[src/rtl/core/fca_ram.sv]
// fca_ram: generic single-write, single-read RAM with registered read.
// No dependencies.
module fca_ram #(
    parameter int WIDTH = 8,
    parameter int DEPTH = 256
) (
    input  logic                     clk,
    input  logic                     we,
    input  logic [$clog2(DEPTH)-1:0] waddr,
    input  logic [WIDTH-1:0]         wdata,
    input  logic [$clog2(DEPTH)-1:0] raddr,
    output logic [WIDTH-1:0]         rdata
);

    logic [WIDTH-1:0] mem [DEPTH];

    always_ff @(posedge clk)
    begin
        if (we)
        begin
            mem[waddr] <= wdata;
        end
        rdata <= mem[raddr];
    end

endmodule

[config.mk]
export PLATFORM = sky130hd
export DESIGN_NAME = fca_ram
export DESIGN_NICKNAME = d
export VERILOG_FILES = /design/src/rtl/core/fca_ram.sv
export SDC_FILE = /design/constraint.sdc
export NUM_CORES = 2
export LEC_CHECK = 0
export BUFFER_PORTS_ARGS = -buffer_cell sky130_fd_sc_hd__clkbuf_2
export CAP_MARGIN = 0
export CORE_MARGIN = 5
export CORE_UTILIZATION = 46
export CTS_CLUSTER_SIZE = 28
export DETAILED_ROUTE_END_ITERATION = 16
export SLEW_MARGIN = 10
export SYNTH_ARGS = -nofsm -noshare
export SYNTH_HDL_FRONTEND = slang
export SYNTH_SLANG_ARGS = --single-unit
[constraint.sdc]
create_clock -name clk -period 1.9 [get_ports clk]
set_input_delay 0 -clock clk [delete_from_list [all_inputs] [get_ports clk]]
set_output_delay 0 -clock clk [all_outputs]
set_load 0.02 [all_outputs]
==> After elaboration in Yosys (flattened, before gate mapping) <==
Memories as Yosys holds them, arrays and structs flattened. A register that Yosys moved wholly into a read port is not among the register bits.
Cells that the tools add are included.
{ "totals": {"reg_bits": 0, "latch_bits": 0, "ram_bits": 2048, "rom_bits": 0, "out_inout_bits": 8, "wordCells": 3, "n_memories": 1} }
{ "mem_list": {"columns": ["name", "depth", "word_bits", "rd", "rd_clocked_by_memory_dff", "wr", "line", "rtl"], "rows": [
  ["mem", 256, 8, 1, 1, 1, "15", "logic [WIDTH-1:0] mem [DEPTH];"]
]} }
{ "classes": {"addsub": 0, "n_mul": 0, "div_mod_pow": 0, "n_lt_le_gt_ge": 0, "eq_ne": 0, "shifts": 0, "muxes": 2, "bitwise_logic": 0, "n_reduce_logical": 0} }
{ "op_table": {"columns": ["op", "n"], "rows": [
  ["2-to-1 mux 1 bit", 2]
]} }

==> Depth between registers and ports, before layout <==
{ "logic_depth": {"ltp_word": 2, "ltp_mapped": 11, "depth_no_buf": 6} }

==> Least setup slack after synthesis <==
No wires, ideal clock.
{ "synth_timing": {"path_type": "input to register", "startpoint": "input port raddr[0]", "endpoint": "register rdata[2] (read register of mem)", "setup_time_ns": 0.131, "arrival_time_ns": 1.807, "required_time_ns": 1.769, "path_slack_ns": -0.038, "path_stages": 9, "path_cell_list": "buf_6 > buf_12 > buf_8 > buf_2 > mux4_2 > a22oi_1 > a21oi_1 > nor4_1 > nor4_2"} }
{ "synth_rtl": {"columns": ["item", "line", "rtl"], "rows": [
  ["start, declared", "11", "input logic [$clog2(DEPTH)-1:0] raddr,"],
  ["end, declared", "12", "output logic [WIDTH-1:0] rdata"]
]} }

==> run_results.csv <==
group,metric,value,unit
detailed_routing,viasPerCell,5.87,
detailed_routing,drtIter0Drc,4798,
sta,hold_slack,0.0700,ns
run_status,status,"finished, violations left",
yosys,postSynthAreaPerCell,21.3,um2
floorplanning,die_w,426,um
detailed_routing,num_vias,41000,
hold_path,hold_class,"in2reg",
global_routing,grt_max_degree,107,
sta,hold_viol_final,0,
global_routing,grt_remaining_overflow,0,
detailed_routing,antenna_left,0,
global_routing,grtUsageMet1,33.5,%
critical_path,critPathRequiredTime,2.60,ns
global_routing,grt_pass1_wl,297000,um
global_routing,grt_pass1_vias,41400,
clock_network,h-tree-depth,4,
yosys,ys_warn_count,0,
yosys,syn_area,79600,um2
floorplanning,ios,34,
clock_network,clkSinkCount,2056,
global_routing,busiest_layer,"met2",
floorplanning,die_h,426,um
pwr,power_density,993,nW/um2
place,dpl_cell_area,88200,um2
detailed_routing,drc,0,
layout,final_layout_size_suffix_gt1_share,34.2,%
pwr,vdd_drop_max,0.00101,V
place,placement.io_buffers,33,
clock_network,cts_root_buf,"clkbuf_16",
clock_network,tritoncts,"built",
floorplanning,rows,152,
hold_path,min_path_cells,3,
sta,relSlewSlack,37.3,%
global_routing,antenna_found_initial,12,
sta,slew_violations,0,
sta,fmax,0.445,GHz
sta,rsz0062_at_grt,"yes",
detailed_routing,drt-total-wl,205000,um
place,placed_cells,6600,
layout,stdcell_count,6993,
detailed_routing,dr.pass1.iters,5,
floorplanning,core-area,172000,um2
yosys,synth_edf_count,2048,
sta,final.min_clock_period,2.25,ns
layout,area_growth,19.7,%
run_status,violations,"negative setup slack",
place,dp_slack,-1.10,ns
critical_path,crit_path_max_fanout,1,
clock_network,cts_inserted_buffers,203,
yosys,synth_cell_types,55,
sta,fin_skew,0.0251,ns
global_routing,grt_use_total,22.8,%
critical_path,setup.worst_path.end_class,"register",
place,place_congestion,0.865,
layout,final_common_cell,"edfxtp_1",
clock_network,cts_buffer_depth,3,
detailed_routing,wl_per_cell,29.4,um
floorplanning,die_area,181000,um2
pwr,leakagePower,31.0,nW
clock_network,path_clk_slew,0.06,ns
layout,fin_nets,4538,
sta,worst_pin_slew,0.941,ns
yosys,ys_seq_elements,2056,
yosys,synthArstFlopShare,0,%
yosys,synth_nets,3759,
yosys,syn_inst,3733,
critical_path,worstRegToRegCells,6,
layout,final_cell_area,95300,um2
place,hpwl,136000,um
critical_path,worstSetupPathType,"reg2reg",
clock_network,cts_setup_buffers,0,
clock_network,insertion_delay,0.82,ns
floorplanning,initial_core_util,46.3,%
yosys,ys.flop_type,"edfxtp_1",
global_routing,use_met2,35.8,%
sta,worst_slack,-0.349,ns
layout,mostFrequentLayoutCells,"edfxtp_1 (2048), buf_4 (662), mux4_2 (454)",
global_routing,grt_use_met3,3.65,%
yosys,synth.yosys.seq_area_share,77.5,%
critical_path,worstSetupStartpointType,"register",
run,cap_violations,0,
sta,period_share,118,%
critical_path,arrival,2.95,ns
sta,setup_viol,8,
-- worst paths after layout --
path / startpoint / end / slack [ns]
max: mem[83][1] / rdata[1] / -0.35
min: we / mem[208][0] / 0.07
max reg2reg: mem[83][1] / rdata[1] / -0.35
min reg2reg: mem[40][3] / rdata[3] / 1.04
-- final cells by class --
class                      instances  area [um2]
fill                           12900       76500
sequential                      2056       61700
multi-input combinational       1442       17000
timing repair buffer             807        7310
clock buffer                     259        5510
tap                             2310        2890
clock inverter                   114         931
inverter                           2        7.51
antenna                            3        7.51
-- synth_stat cells, types with 3 or more instances --
cell type	n	share of area [%]
o221ai_1	46	0.51
edfxtp_1	2048	77
nor4_1	24	0.19
buf_1	22	0.10
buf_2	31	0.20
buf_6	21	0.30
buf_8	13	0.25
nor4_2	3	0.047
o22a_1	5	0.055
nand2_1	33	0.16
nor2_1	282	1.3
dfxtp_1	8	0.20
buf_12	8	0.20
mux2i_1	134	1.7
mux4_2	454	13
a22o_1	8	0.088
a211oi_1	16	0.15
o211ai_1	10	0.094
a21oi_1	96	0.60
clkbuf_1	111	0.52
o32ai_1	4	0.044
nand2b_1	8	0.063
o22ai_1	28	0.22
buf_4	27	0.25
a221oi_1	13	0.14
nor2b_1	31	0.24
and2_1	6	0.047
o21ai_0	10	0.063
nor3_1	22	0.14
nand3_1	34	0.21
a22oi_1	133	1.3
or2_2	4	0.031
nand4_1	10	0.079
-- metal layers --
| layer | wire length, um | share of wire, % |
|---|---|---|
| met4 | 6040 | 2.9 |
| met2 | 97800 | 48 |
| met3 | 16200 | 7.9 |
| met5 | 12 | 0.0058 |
| met1 | 85400 | 42 |
-- sequential cells by signal, indices dropped and copies added, names as in the netlist --
| register | flops |
|---|---|
| rdata | 8 |
| mem | 2048 |
-- cell families after synthesis --
kind of cell	after synthesis	share of synthesized area (%)
flip-flops	2056	77.5
multiplexers	591	14.6
AND/OR/NAND/NOR	466	2.63
AO/OA/AOI/OAI	385	3.42
buffers and inverters	235	1.83
-- through the flow --
step,utilization [%],TNS [ns],total power (W)
final,55.5,-1.99,0.0946
after floorplan,-,0,0.0535
after global routing,55.5,-2.36,0.0975
after global placement,51.4,-7.09,0.0564
after detailed placement,51.4,-7.03,0.0565
after CTS,55.4,-2.21,0.0952
-- repair_timing --
item                        CTS  global route
setup endpoints to repair     8            46
gates resized for setup      52            26
hold buffers                 20             0
hold endpoints to repair   2355             0
pin swaps                    26            17
-- critical path: stages (launching register included) --
cell and delay, ns:
edfxtp_1 0.36, mux4_2 0.51, mux4_2 0.55, nor2b_4 0.17, nor4_4 0.31, buf_4 0.21, nor4_2 0.04
-- power by group --
part | internal [W] | total, W | switching (W)
registers | 0.0500 | 0.0501 | 0.0000966
logic | 0.00229 | 0.00557 | 0.00328
clock network | 0.0223 | 0.0389 | 0.0166
total | 0.0746 | 0.0946 | 0.0200
Power figures use the tool's default switching activity.
