<file path="src/rtl/core/fca_pkg.sv">
// fca_pkg: constants, command and status codes, and shared structs for the
// FAT chain allocator. No dependencies.
package fca_pkg;

    localparam int TABLE_ENTRIES = 256;
    localparam int LIVE          = (TABLE_ENTRIES < 255) ? TABLE_ENTRIES : 255;
    localparam int ADDR_W        = $clog2(TABLE_ENTRIES);

    localparam logic [7:0] END_MARK = 8'hFF;
    localparam logic [8:0] LIVE_N   = 9'(LIVE);
    localparam logic [8:0] LAST_IDX = 9'(TABLE_ENTRIES - 1);

    localparam logic [2:0] CMD_NEW    = 3'd0;
    localparam logic [2:0] CMD_SIZE   = 3'd1;
    localparam logic [2:0] CMD_APPEND = 3'd2;
    localparam logic [2:0] CMD_LOCATE = 3'd3;
    localparam logic [2:0] CMD_FORMAT = 3'd4;

    localparam logic [1:0] ST_OK      = 2'd0;
    localparam logic [1:0] ST_FAIL    = 2'd1;
    localparam logic [1:0] ST_CORRUPT = 2'd2;

    typedef struct packed {
        logic              we;
        logic [ADDR_W-1:0] waddr;
        logic [7:0]        wdata;
        logic [ADDR_W-1:0] raddr;
    } ram_req_t;

    typedef struct packed {
        logic       valid;
        logic [1:0] status;
        logic [7:0] value;
    } fca_res_t;

endpackage

</file>
<file path="src/rtl/core/fca_seq.sv">
// fca_seq: command sequencer; walks directory and chain tables through the RAMs.
// Depends on fca_pkg.
module fca_seq (
    input  logic              clk,
    input  logic              rst_n,
    input  logic              in_valid,
    output logic              in_stall,
    input  logic [2:0]        command,
    input  logic [7:0]        file_index,
    input  logic [7:0]        location,
    output fca_pkg::ram_req_t dir_req,
    input  logic [7:0]        dir_rdata,
    output fca_pkg::ram_req_t nxt_req,
    input  logic [7:0]        nxt_rdata,
    output fca_pkg::fca_res_t res,
    input  logic              res_take
);

    typedef enum logic [3:0] {
        S_CLEAR, S_IDLE, S_NEW_CHK, S_SIZE_DIR, S_WALK, S_AP_DIR, S_AP_FIN,
        S_AP_NUM, S_AP_W1, S_AP_W2, S_LOC_DIR, S_LOC_STEP, S_DONE
    } state_t;

    state_t     state_reg, state_next;
    logic [2:0] cmd_reg, cmd_next;
    logic [7:0] num_reg, num_next;
    logic [7:0] loc_reg, loc_next;
    logic [8:0] f_reg, f_next;
    logic [8:0] best_reg, best_next;
    logic       any_reg, any_next;
    logic       phase_reg, phase_next;
    logic [7:0] cur_reg, cur_next;
    logic [8:0] steps_reg, steps_next;
    logic [7:0] cnt_reg, cnt_next;
    logic       fmt_reg, fmt_next;
    logic [8:0] idx_reg, idx_next;
    logic       dir_oob_reg, dir_oob_next;
    logic       nxt_oob_reg, nxt_oob_next;
    logic [1:0] rstat_reg, rstat_next;
    logic [7:0] rval_reg, rval_next;

    logic [7:0] dir_d, walk_n, dir_rval, nxt_rval;
    logic [7:0] dir_waddr_v, nxt_waddr_v, dir_wdata, nxt_wdata;
    logic       dir_we, nxt_we, clr;
    logic [7:0] lc;
    logic [7:0] lk;
    logic [8:0] b;

    assign dir_d  = dir_oob_reg ? fca_pkg::END_MARK : dir_rdata;
    assign walk_n = nxt_oob_reg ? fca_pkg::END_MARK : nxt_rdata;

    always_comb
    begin
        state_next   = state_reg;
        cmd_next     = cmd_reg;
        num_next     = num_reg;
        loc_next     = loc_reg;
        f_next       = f_reg;
        best_next    = best_reg;
        any_next     = any_reg;
        phase_next   = phase_reg;
        cur_next     = cur_reg;
        steps_next   = steps_reg;
        cnt_next     = cnt_reg;
        fmt_next     = fmt_reg;
        idx_next     = idx_reg;
        rstat_next   = rstat_reg;
        rval_next    = rval_reg;
        dir_rval     = 8'd0;
        nxt_rval     = 8'd0;
        dir_we       = 1'b0;
        nxt_we       = 1'b0;
        dir_waddr_v  = num_reg;
        dir_wdata    = best_reg[7:0];
        nxt_waddr_v  = cur_reg;
        nxt_wdata    = best_reg[7:0];
        clr          = 1'b0;
        lc           = 8'd0;
        lk           = 8'd0;
        b            = 9'd0;

        unique case (state_reg)
            S_CLEAR:
            begin
                clr      = 1'b1;
                idx_next = idx_reg + 9'd1;
                if (idx_reg == fca_pkg::LAST_IDX)
                begin
                    fmt_next = 1'b0;
                    if (fmt_reg)
                    begin
                        rstat_next = fca_pkg::ST_OK;
                        rval_next  = 8'd0;
                        state_next = S_DONE;
                    end
                    else
                    begin
                        state_next = S_IDLE;
                    end
                end
            end
            S_IDLE:
            begin
                if (in_valid)
                begin
                    cmd_next = command;
                    num_next = file_index;
                    loc_next = location;
                    rstat_next = fca_pkg::ST_FAIL;
                    rval_next  = fca_pkg::END_MARK;
                    case (command)
                        fca_pkg::CMD_NEW:
                        begin
                            f_next     = 9'd0;
                            state_next = S_NEW_CHK;
                        end
                        fca_pkg::CMD_SIZE:
                        begin
                            dir_rval   = file_index;
                            state_next = S_SIZE_DIR;
                        end
                        fca_pkg::CMD_APPEND:
                        begin
                            if ({1'b0, file_index} >= fca_pkg::LIVE_N)
                            begin
                                state_next = S_DONE;
                            end
                            else
                            begin
                                f_next     = 9'd0;
                                best_next  = 9'd0;
                                any_next   = 1'b0;
                                phase_next = 1'b0;
                                state_next = S_AP_DIR;
                            end
                        end
                        fca_pkg::CMD_LOCATE:
                        begin
                            dir_rval   = file_index;
                            cnt_next   = 8'd0;
                            state_next = S_LOC_DIR;
                        end
                        fca_pkg::CMD_FORMAT:
                        begin
                            idx_next   = 9'd0;
                            fmt_next   = 1'b1;
                            state_next = S_CLEAR;
                        end
                        default:
                        begin
                            state_next = S_DONE;
                        end
                    endcase
                end
            end
            S_NEW_CHK:
            begin
                if (dir_d == fca_pkg::END_MARK)
                begin
                    rstat_next = fca_pkg::ST_OK;
                    rval_next  = f_reg[7:0];
                    state_next = S_DONE;
                end
                else if (f_reg + 9'd1 >= fca_pkg::LIVE_N)
                begin
                    state_next = S_DONE;
                end
                else
                begin
                    f_next   = f_reg + 9'd1;
                    dir_rval = f_next[7:0];
                end
            end
            S_SIZE_DIR:
            begin
                if (dir_d == fca_pkg::END_MARK)
                begin
                    rstat_next = fca_pkg::ST_OK;
                    rval_next  = 8'd0;
                    state_next = S_DONE;
                end
                else
                begin
                    cur_next   = dir_d;
                    steps_next = 9'd0;
                    nxt_rval   = dir_d;
                    state_next = S_WALK;
                end
            end
            S_WALK:
            begin
                if (walk_n != fca_pkg::END_MARK && steps_reg + 9'd1 >= fca_pkg::LIVE_N)
                begin
                    // chain loops or runs past the table
                    rstat_next = fca_pkg::ST_CORRUPT;
                    state_next = S_DONE;
                end
                else if (walk_n != fca_pkg::END_MARK)
                begin
                    cur_next   = walk_n;
                    steps_next = steps_reg + 9'd1;
                    nxt_rval   = walk_n;
                end
                else if (cmd_reg == fca_pkg::CMD_SIZE)
                begin
                    rstat_next = fca_pkg::ST_OK;
                    rval_next  = 8'(steps_reg + 9'd1);
                    state_next = S_DONE;
                end
                else if (!phase_reg)
                begin
                    if (!any_reg || {1'b0, cur_reg} > best_reg)
                    begin
                        best_next = {1'b0, cur_reg};
                    end
                    any_next = 1'b1;
                    if (f_reg + 9'd1 >= fca_pkg::LIVE_N)
                    begin
                        state_next = S_AP_FIN;
                    end
                    else
                    begin
                        f_next     = f_reg + 9'd1;
                        dir_rval   = f_next[7:0];
                        state_next = S_AP_DIR;
                    end
                end
                else
                begin
                    state_next = S_AP_W1;
                end
            end
            S_AP_DIR:
            begin
                if (dir_d == fca_pkg::END_MARK)
                begin
                    state_next = S_AP_FIN;
                end
                else
                begin
                    cur_next   = dir_d;
                    steps_next = 9'd0;
                    nxt_rval   = dir_d;
                    state_next = S_WALK;
                end
            end
            S_AP_FIN:
            begin
                b = any_reg ? best_reg + 9'd1 : 9'd0;
                if (b >= fca_pkg::LIVE_N)
                begin
                    state_next = S_DONE;
                end
                else
                begin
                    best_next  = b;
                    dir_rval   = num_reg;
                    state_next = S_AP_NUM;
                end
            end
            S_AP_NUM:
            begin
                if (dir_d == fca_pkg::END_MARK)
                begin
                    dir_we     = 1'b1;
                    state_next = S_AP_W2;
                end
                else
                begin
                    phase_next = 1'b1;
                    cur_next   = dir_d;
                    steps_next = 9'd0;
                    nxt_rval   = dir_d;
                    state_next = S_WALK;
                end
            end
            S_AP_W1:
            begin
                // link old tail; a tail beyond the live range reads as end anyway
                nxt_we     = ({1'b0, cur_reg} < fca_pkg::LIVE_N);
                state_next = S_AP_W2;
            end
            S_AP_W2:
            begin
                nxt_we      = 1'b1;
                nxt_waddr_v = best_reg[7:0];
                nxt_wdata   = fca_pkg::END_MARK;
                rstat_next  = fca_pkg::ST_OK;
                rval_next   = best_reg[7:0];
                state_next  = S_DONE;
            end
            S_LOC_DIR, S_LOC_STEP:
            begin
                lc = (state_reg == S_LOC_DIR) ? dir_d : walk_n;
                lk = (state_reg == S_LOC_DIR) ? cnt_reg : cnt_reg + 8'd1;
                cur_next = lc;
                cnt_next = lk;
                if (lk < loc_reg && lc != fca_pkg::END_MARK)
                begin
                    nxt_rval   = lc;
                    state_next = S_LOC_STEP;
                end
                else if (lc == fca_pkg::END_MARK)
                begin
                    state_next = S_DONE;
                end
                else if ({1'b0, loc_reg} >= fca_pkg::LIVE_N)
                begin
                    rstat_next = fca_pkg::ST_CORRUPT;
                    state_next = S_DONE;
                end
                else
                begin
                    rstat_next = fca_pkg::ST_OK;
                    rval_next  = lc;
                    state_next = S_DONE;
                end
            end
            S_DONE:
            begin
                if (res_take)
                begin
                    state_next = S_IDLE;
                end
            end
            default:
            begin
                state_next = S_IDLE;
            end
        endcase
    end

    assign dir_oob_next = ({1'b0, dir_rval} >= fca_pkg::LIVE_N);
    assign nxt_oob_next = ({1'b0, nxt_rval} >= fca_pkg::LIVE_N);

    always_comb
    begin
        dir_req.raddr = dir_rval[fca_pkg::ADDR_W-1:0];
        nxt_req.raddr = nxt_rval[fca_pkg::ADDR_W-1:0];
        if (clr)
        begin
            dir_req.we    = 1'b1;
            dir_req.waddr = idx_reg[fca_pkg::ADDR_W-1:0];
            dir_req.wdata = fca_pkg::END_MARK;
            nxt_req.we    = 1'b1;
            nxt_req.waddr = idx_reg[fca_pkg::ADDR_W-1:0];
            nxt_req.wdata = fca_pkg::END_MARK;
        end
        else
        begin
            dir_req.we    = dir_we;
            dir_req.waddr = dir_waddr_v[fca_pkg::ADDR_W-1:0];
            dir_req.wdata = dir_wdata;
            nxt_req.we    = nxt_we;
            nxt_req.waddr = nxt_waddr_v[fca_pkg::ADDR_W-1:0];
            nxt_req.wdata = nxt_wdata;
        end
    end

    assign in_stall   = (state_reg != S_IDLE);
    assign res.valid  = (state_reg == S_DONE);
    assign res.status = rstat_reg;
    assign res.value  = rval_reg;

    always_ff @(posedge clk or negedge rst_n)
    begin
        if (!rst_n)
        begin
            state_reg   <= S_CLEAR;
            fmt_reg     <= 1'b0;
            idx_reg     <= 9'd0;
            dir_oob_reg <= 1'b0;
            nxt_oob_reg <= 1'b0;
            cmd_reg     <= fca_pkg::CMD_NEW;
            num_reg     <= 8'd0;
            loc_reg     <= 8'd0;
            f_reg       <= 9'd0;
            best_reg    <= 9'd0;
            any_reg     <= 1'b0;
            phase_reg   <= 1'b0;
            cur_reg     <= 8'd0;
            steps_reg   <= 9'd0;
            cnt_reg     <= 8'd0;
            rstat_reg   <= fca_pkg::ST_OK;
            rval_reg    <= 8'd0;
        end
        else
        begin
            state_reg   <= state_next;
            fmt_reg     <= fmt_next;
            idx_reg     <= idx_next;
            dir_oob_reg <= dir_oob_next;
            nxt_oob_reg <= nxt_oob_next;
            cmd_reg     <= cmd_next;
            num_reg     <= num_next;
            loc_reg     <= loc_next;
            f_reg       <= f_next;
            best_reg    <= best_next;
            any_reg     <= any_next;
            phase_reg   <= phase_next;
            cur_reg     <= cur_next;
            steps_reg   <= steps_next;
            cnt_reg     <= cnt_next;
            rstat_reg   <= rstat_next;
            rval_reg    <= rval_next;
        end
    end

endmodule

</file>
<file path="config.mk">
export PLATFORM = sky130hd
export DESIGN_NAME = fca_seq
export DESIGN_NICKNAME = d
export VERILOG_FILES = /design/src/rtl/core/fca_pkg.sv /design/src/rtl/core/fca_seq.sv
export SDC_FILE = /design/constraint.sdc
export NUM_CORES = 1
export LEC_CHECK = 0
export BUFFER_PORTS_ARGS = -buffer_cell sky130_fd_sc_hd__buf_4
export CAP_MARGIN = 10
export CORE_UTILIZATION = 60
export CTS_BUF_LIST = sky130_fd_sc_hd__clkbuf_4 sky130_fd_sc_hd__clkbuf_8
export CTS_CLUSTER_DIAMETER = 100
export DETAILED_ROUTE_END_ITERATION = 12
export PLACE_DENSITY = 0.87
export RECOVER_POWER = 25
export SETUP_SLACK_MARGIN = 0.1
export SLEW_MARGIN = 20
export SYNTH_ARGS = -nofsm -noshare
export SYNTH_HDL_FRONTEND = slang
export SYNTH_SLANG_ARGS = --single-unit
</file>
<file path="constraint.sdc">
create_clock -name clk -period 3.4 [get_ports clk]
set_input_delay 0.34 -clock clk [delete_from_list [all_inputs] [get_ports clk]]
set_output_delay 0.34 -clock clk [all_outputs]
set_load 0.1 [all_outputs]
</file>
=== After elaboration in Yosys (flattened, before gate mapping) ===
Index checks and enable logic that the tools add are counted.

* Logic and storage cells: 235
* Input port bits: 39
* Flip-flop bits (word level): 90
* Bits in writable memories: 0
* Latch bits: 0
* Output and inout bits: 62
* Bits in read-only memories: 0
* Memories: 0

* Mux-type cells: 117
* Reduce and logical (&&, ||, !) cells: 33
* Eq/ne operators: 53
* $add $sub $neg: 5
* Div/mod/pow operators: 0
* Bitwise logic cells: 0
* Multiply operators: 0
* Magnitude comparators: 10
* Shifts and indexed selects: 0

{| class="wikitable"
|+ Operator list
! operator !! number
|-
| 8-bit two-way mux || 35
|-
| 9-bit two-way mux || 22
|-
| 4-bit two-way mux || 14
|-
| 8-bit case mux with 7 select lines || 1
|-
| 9-bit case mux with 2 select lines || 3
|-
| 9-bit case mux with 3 select lines || 2
|-
| 4-bit case mux with 12 select lines || 1
|-
| 8-bit case mux with 3 select lines || 2
|-
| 2-bit inequality test, second input constant || 21
|-
| 9-bit by 1-bit adder with 9-bit output, second input constant || 4
|-
| 17-bit two-way mux || 2
|-
| 8-bit greater-or-equal comparator, second input constant || 4
|-
| 8-bit case mux with 4 select lines || 1
|-
| 9-bit by 8-bit greater-or-equal comparator with 1-bit output, second input constant || 3
|-
| 2-bit two-way mux || 12
|-
| 4-bit equality test, second input constant || 5
|-
| 4-bit case mux with 5 select lines || 1
|-
| 9-bit AND reduction || 2
|-
| 4-bit by 3-bit equality test with 1-bit output, second input constant || 4
|-
| 8-bit equality test, second input constant || 2
|-
| 8-bit inequality test, second input constant || 2
|-
| 8-bit case mux with 2 select lines || 1
|-
| 1-bit two-way mux || 14
|-
| 3-bit inequality test, second input constant || 4
|-
| 34 further kinds || 56
|}

=== Depth between registers and ports, before layout ===
* Word-level depth: 9
* Mapped depth: 16
* Gate-level depth less buffers: 14

=== Least setup slack after synthesis ===
OpenSTA, ideal clock, no wires.

* Kind: register -> output
* Start: register state_reg[3]
* End: output port nxt_req[3] in the netlist's numbering
* Path buffers: 3
* Stages on the path, launching flop included: 8
* Arrival time: 3,969 ps
* Setup slack: -909 ps
* Required time: 3,060 ps
* Cells stage by stage: dfrtp_1 > clkbuf_1 > or4b_1 > clkbuf_1 > nor2_1 > o21ai_0 > clkbuf_1 > o21ai_0

{| class="wikitable"
|+ RTL lines
! what !! RTL line !! text
|-
| start: declaration || fca_seq.sv:24 || <nowiki>state_t state_reg, state_next;</nowiki>
|-
| start signal: assignment || fca_seq.sv:389 || <nowiki>state_reg <= state_next;</nowiki>
|-
| end: declaration || fca_seq.sv:13 || <nowiki>output fca_pkg::ram_req_t nxt_req,</nowiki>
|}

==> metrics.csv <==
stage,metric,value,unit
placement,global placement routability congestion,0.992,
logic_synthesis,"Net Count, Synth",870,
logic_synthesis,post-synthesis instance area,6580,sq um
cells_and_area,fraction of final layout cells with drive strength greater than 1,0.249,
logic_synthesis,fraction of the yosys area taken by sequential cells,0.342,
logic_synthesis,number of enable-type register cells in the synthesized netlist,0,
global_route,number of antenna violations at the first check in global routing,0,
logic_synthesis,number of instances in the synthesized netlist,808,
outcome,result of the run,"complete, but fails checks",
critical_path,arrival time of the worst setup path,3.27,ns
global_route,first-pass GRT wire length,34000,um
logic_synthesis,top cell type by total area after synthesis,dfrtp_1,
logic_synthesis,adder-cell area share of the yosys netlist,0.0437,
sta,Final setup viols,8,
die,FP Rows,37,
die,die width,107,um
logic_synthesis,combinational family with the most area after synthesis,compound AO/OA/AOI/OAI gates,
logic_synthesis,XOR/XNOR Fraction of Synth Area,0.0426,
clock_network,clock insertion delay at the later pin of the skew report,0.38,ns
sta,min setup slack post-route,-0.210,ns
cells_and_area,area used by multi-input combinational logic,4150,sq um
sta,worst clock skew,0.0216,ns
logic_synthesis,"area fraction in and, or, nand and nor cells after synthesis",0.216,
sta,final hold viol count,0,
logic_synthesis,#FFs+latches synth,90,
cells_and_area,total of fill cells in the finished design,781,
logic_synthesis,main area contributors after synthesis,"dfrtp_1 34%, o21ai_0 7.8%, nand2_1 5.5%",
logic_synthesis,number of distinct standard cells referenced by the synthesized netlist,78,
global_route,total routing resource utilization after global routing,0.386,
logic_synthesis,most instantiated flip-flop cell in the synthesis netlist,dfrtp_1,
logic_synthesis,fraction of the mapped netlist area in compound gates,0.264,
global_route,via count of the first global-routing pass,6608,
global_route,global-route met1 utilization,0.533,
clock_network,CTS tree,yes,
die,die extent in y,107,um
sta,Worst slew margin,-0.477,
sta,shortest clock period the worst path allows after layout,3.61,ns
critical_path,"Max stage delay cell, worst path",or4_1,
logic_synthesis,Async SR Flop Fraction,1.00,
sta,RSZ-0062 raised after global routing,yes,
die,Initial Utilization,0.629,
route,overall routed net length,21800,um
hold_path,hold_sp,location[3],
cells_and_area,n_diodes,0,
logic_synthesis,cell with the most instances after synthesis,o21ai_0,
global_route,GR peak layer,met2,
placement,number of port buffers,100,
clock_network,master cell of the clock root buffer,clkbuf_8,
sta,final cycle utilization of the critical path,1.06,
outcome,violations in the final reports,"capacitance limit, slew limit, setup timing",
die,Die Area,11400,sq um
route,via/cell ratio,6.70,
critical_path,largest fanout on the critical path,4,
critical_path,r2r startpoint,state_reg[3],
global_route,fraction of met3 tracks used by global routing,0.0681,
flow_run,max_cap viols,1,
sta,maximum clock rate,277,MHz
cells_and_area,Reg area,2260,sq um
clock_network,Clock Pin Slew Worst Setup and Hold Paths,0.08,ns
route,via count,7073,
critical_path,CP Class,flop to output port,
critical_path,launch point of the worst path,state_reg[3],
logic_synthesis,mean area per synthesized cell,8.14,sq um
sta,max-slew violation total from the final report,91,
clock_network,CTS H-tree lvls,3,
critical_path,sort of element at the end of the critical path,output port,
sta,final-layout worst hold slack,0.170,ns
clock_network,number of clock buffers inserted by TritonCTS,9,
clock_network,Post-CTS Hold Buffers,0,
global_route,pin count of the biggest net entering global routing,91,
sta,pin slew with the least headroom to its limit,2.22,ns
hold_path,type of the tightest min-delay check,input pin to flop,
die,I/O pin total,101,
global_route,met2 demand-to-capacity share in global routing,0.593,
global_route,global route total overflow,0,
critical_path,cell-by-cell trace of the critical path,nor2b_4 -> nand2_4 -> nand4_1 -> nor2_2 -> xor2_1 -> ha_1 -> buf_4 -> nand4_1 -> nor2_2 -> o31ai_1 -> nand3_2 -> or4_1 -> o211ai_1 -> buf_6,
logic_synthesis,Post-synth top cells,"103 x o21ai_0, 97 x nand2_1, 90 x dfrtp_1",
route,Antenna Nets Post-Route,0,
placement,post-placement setup slack,0.0696,ns
route,DRC violations left,0,
route,TritonRoute pass-1 iters,6,
cells_and_area,post-layout util,0.770,
clock_network,sinks on the clock net,90,
clock_network,maximum buffer depth of the clock tree,2,
route,violation count after the first detailed-routing iteration,889,
logic_synthesis,Yosys top cell area share,0.342,
critical_path,data required time of the critical path,3.06,ns
die,floorplan core area,10500,sq um
logic_synthesis,count of warnings emitted by yosys,0,
placement,HPWL after detailed placement,16000,um
cells_and_area,final net count,978,
cells_and_area,"Area growth, synth to finish",22.4,%
route,detailed-route wire length per cell,20.7,um
logic_synthesis,multiplexer share of the synthesized area,0.0409,
critical_path,startpoint type of the worst setup path,flop,
critical_path,peak per-stage delay on the critical path,0.45,ns
==> path summary, 6_finish.rpt <==
path / end / slack [ns] / cells past startpoint
min in group asynchronous: idx_reg[2] / 0.59 / 1
max reg2reg: rval_reg[0] / 0.16 / 18
min: loc_reg[3] / 0.17 / 3
min reg2reg: cmd_reg[2] / 0.51 / 2
max: nxt_req[5] / -0.21 / 14
max in group asynchronous: f_reg[1] / 1.32 / 1
==> cell usage in the layout, fill, tap and decap left out, drive strengths merged, types with 9 or more instances in the layout <==
master | Yosys | layout
a21o | 13 | 13
a21oi | 25 | 25
a22o | 10 | 10
and2 | 10 | 10
buf | 8 | 144
clkbuf | 40 | 11
dfrtp | 90 | 90
ha | 23 | 23
inv | 35 | 35
mux2 | 15 | 15
mux2i | 10 | 10
nand2 | 97 | 97
nand2b | 9 | 9
nand3 | 18 | 18
nand4 | 19 | 19
nor2 | 74 | 74
nor3 | 11 | 11
o211ai | 13 | 13
o21ai | 106 | 106
o31ai | 17 | 17
or2 | 10 | 10
xnor2 | 13 | 13
xor2 | 19 | 19
==> what timing repair did <==
action | 4_1_cts | 5_1_grt
gates resized for setup | 31 | 16
setup buffers | 11 | 9
pin swaps | 5 | 5
endpoints found under the setup margin | 16 | 24
==> layout make-up <==
type,instances,share of cell area
Tap cell,136,0.0211
Clock inverter,4,0.00559
Inverter,35,0.0163
Sequential cell,90,0.281
Multi-Input combinational cell,635,0.515
Clock buffer,10,0.0163
Timing Repair Buffer,145,0.145
==> cells by family after synthesis <==
logic type | Yosys count
AO/OA/AOI/OAI | 262
XOR/XNOR | 32
adder cells (fa/ha/maj) | 23
buffers and inverters | 83
flip-flops | 90
multiplexers | 25
other | 1
AND/OR/NAND/NOR | 292
==> routing by layer <==
layer | share of wire | wire, um | vias up
met3 | 0.096 | 2090 | 62
li1 | - | - | 3168
met4 | 0.035 | 769 | 0
met2 | 0.46 | 10000 | 449
met1 | 0.41 | 8920 | 3394
met5 | 0 | 0 | -
==> worst max-delay path, delay by kind of cell, from the launching register on <==
| kind | cells | cell delay (ns) |
|---|---|---|
| xor gates and xnor gates | 1 | 0.23 |
| AOI/OAI and AO/OA | 2 | 0.25 |
| buffers and inverters | 2 | 0.41 |
| adders and majority gates | 1 | 0.29 |
| and+or+nand+nor | 8 | 1.34 |
| DFF | 1 | 0.40 |
==> metrics by stage <==
| step | setup TNS, ns | cell area, sq um | cells |
|---|---|---|---|
| detailed placement | 0 | 7550 | 1021 |
| finish | -0.919 | 8060 | 1055 |
| global placement | 0 | 7550 | 1021 |
| floorplan | -4.30 | 6670 | 808 |
| global route | -2.08 | 8060 | 1055 |
| CTS | -0.409 | 7940 | 1046 |
Power is not shown: default switching activity piles up to over one toggle a cycle in this logic, so the estimate is an artifact.
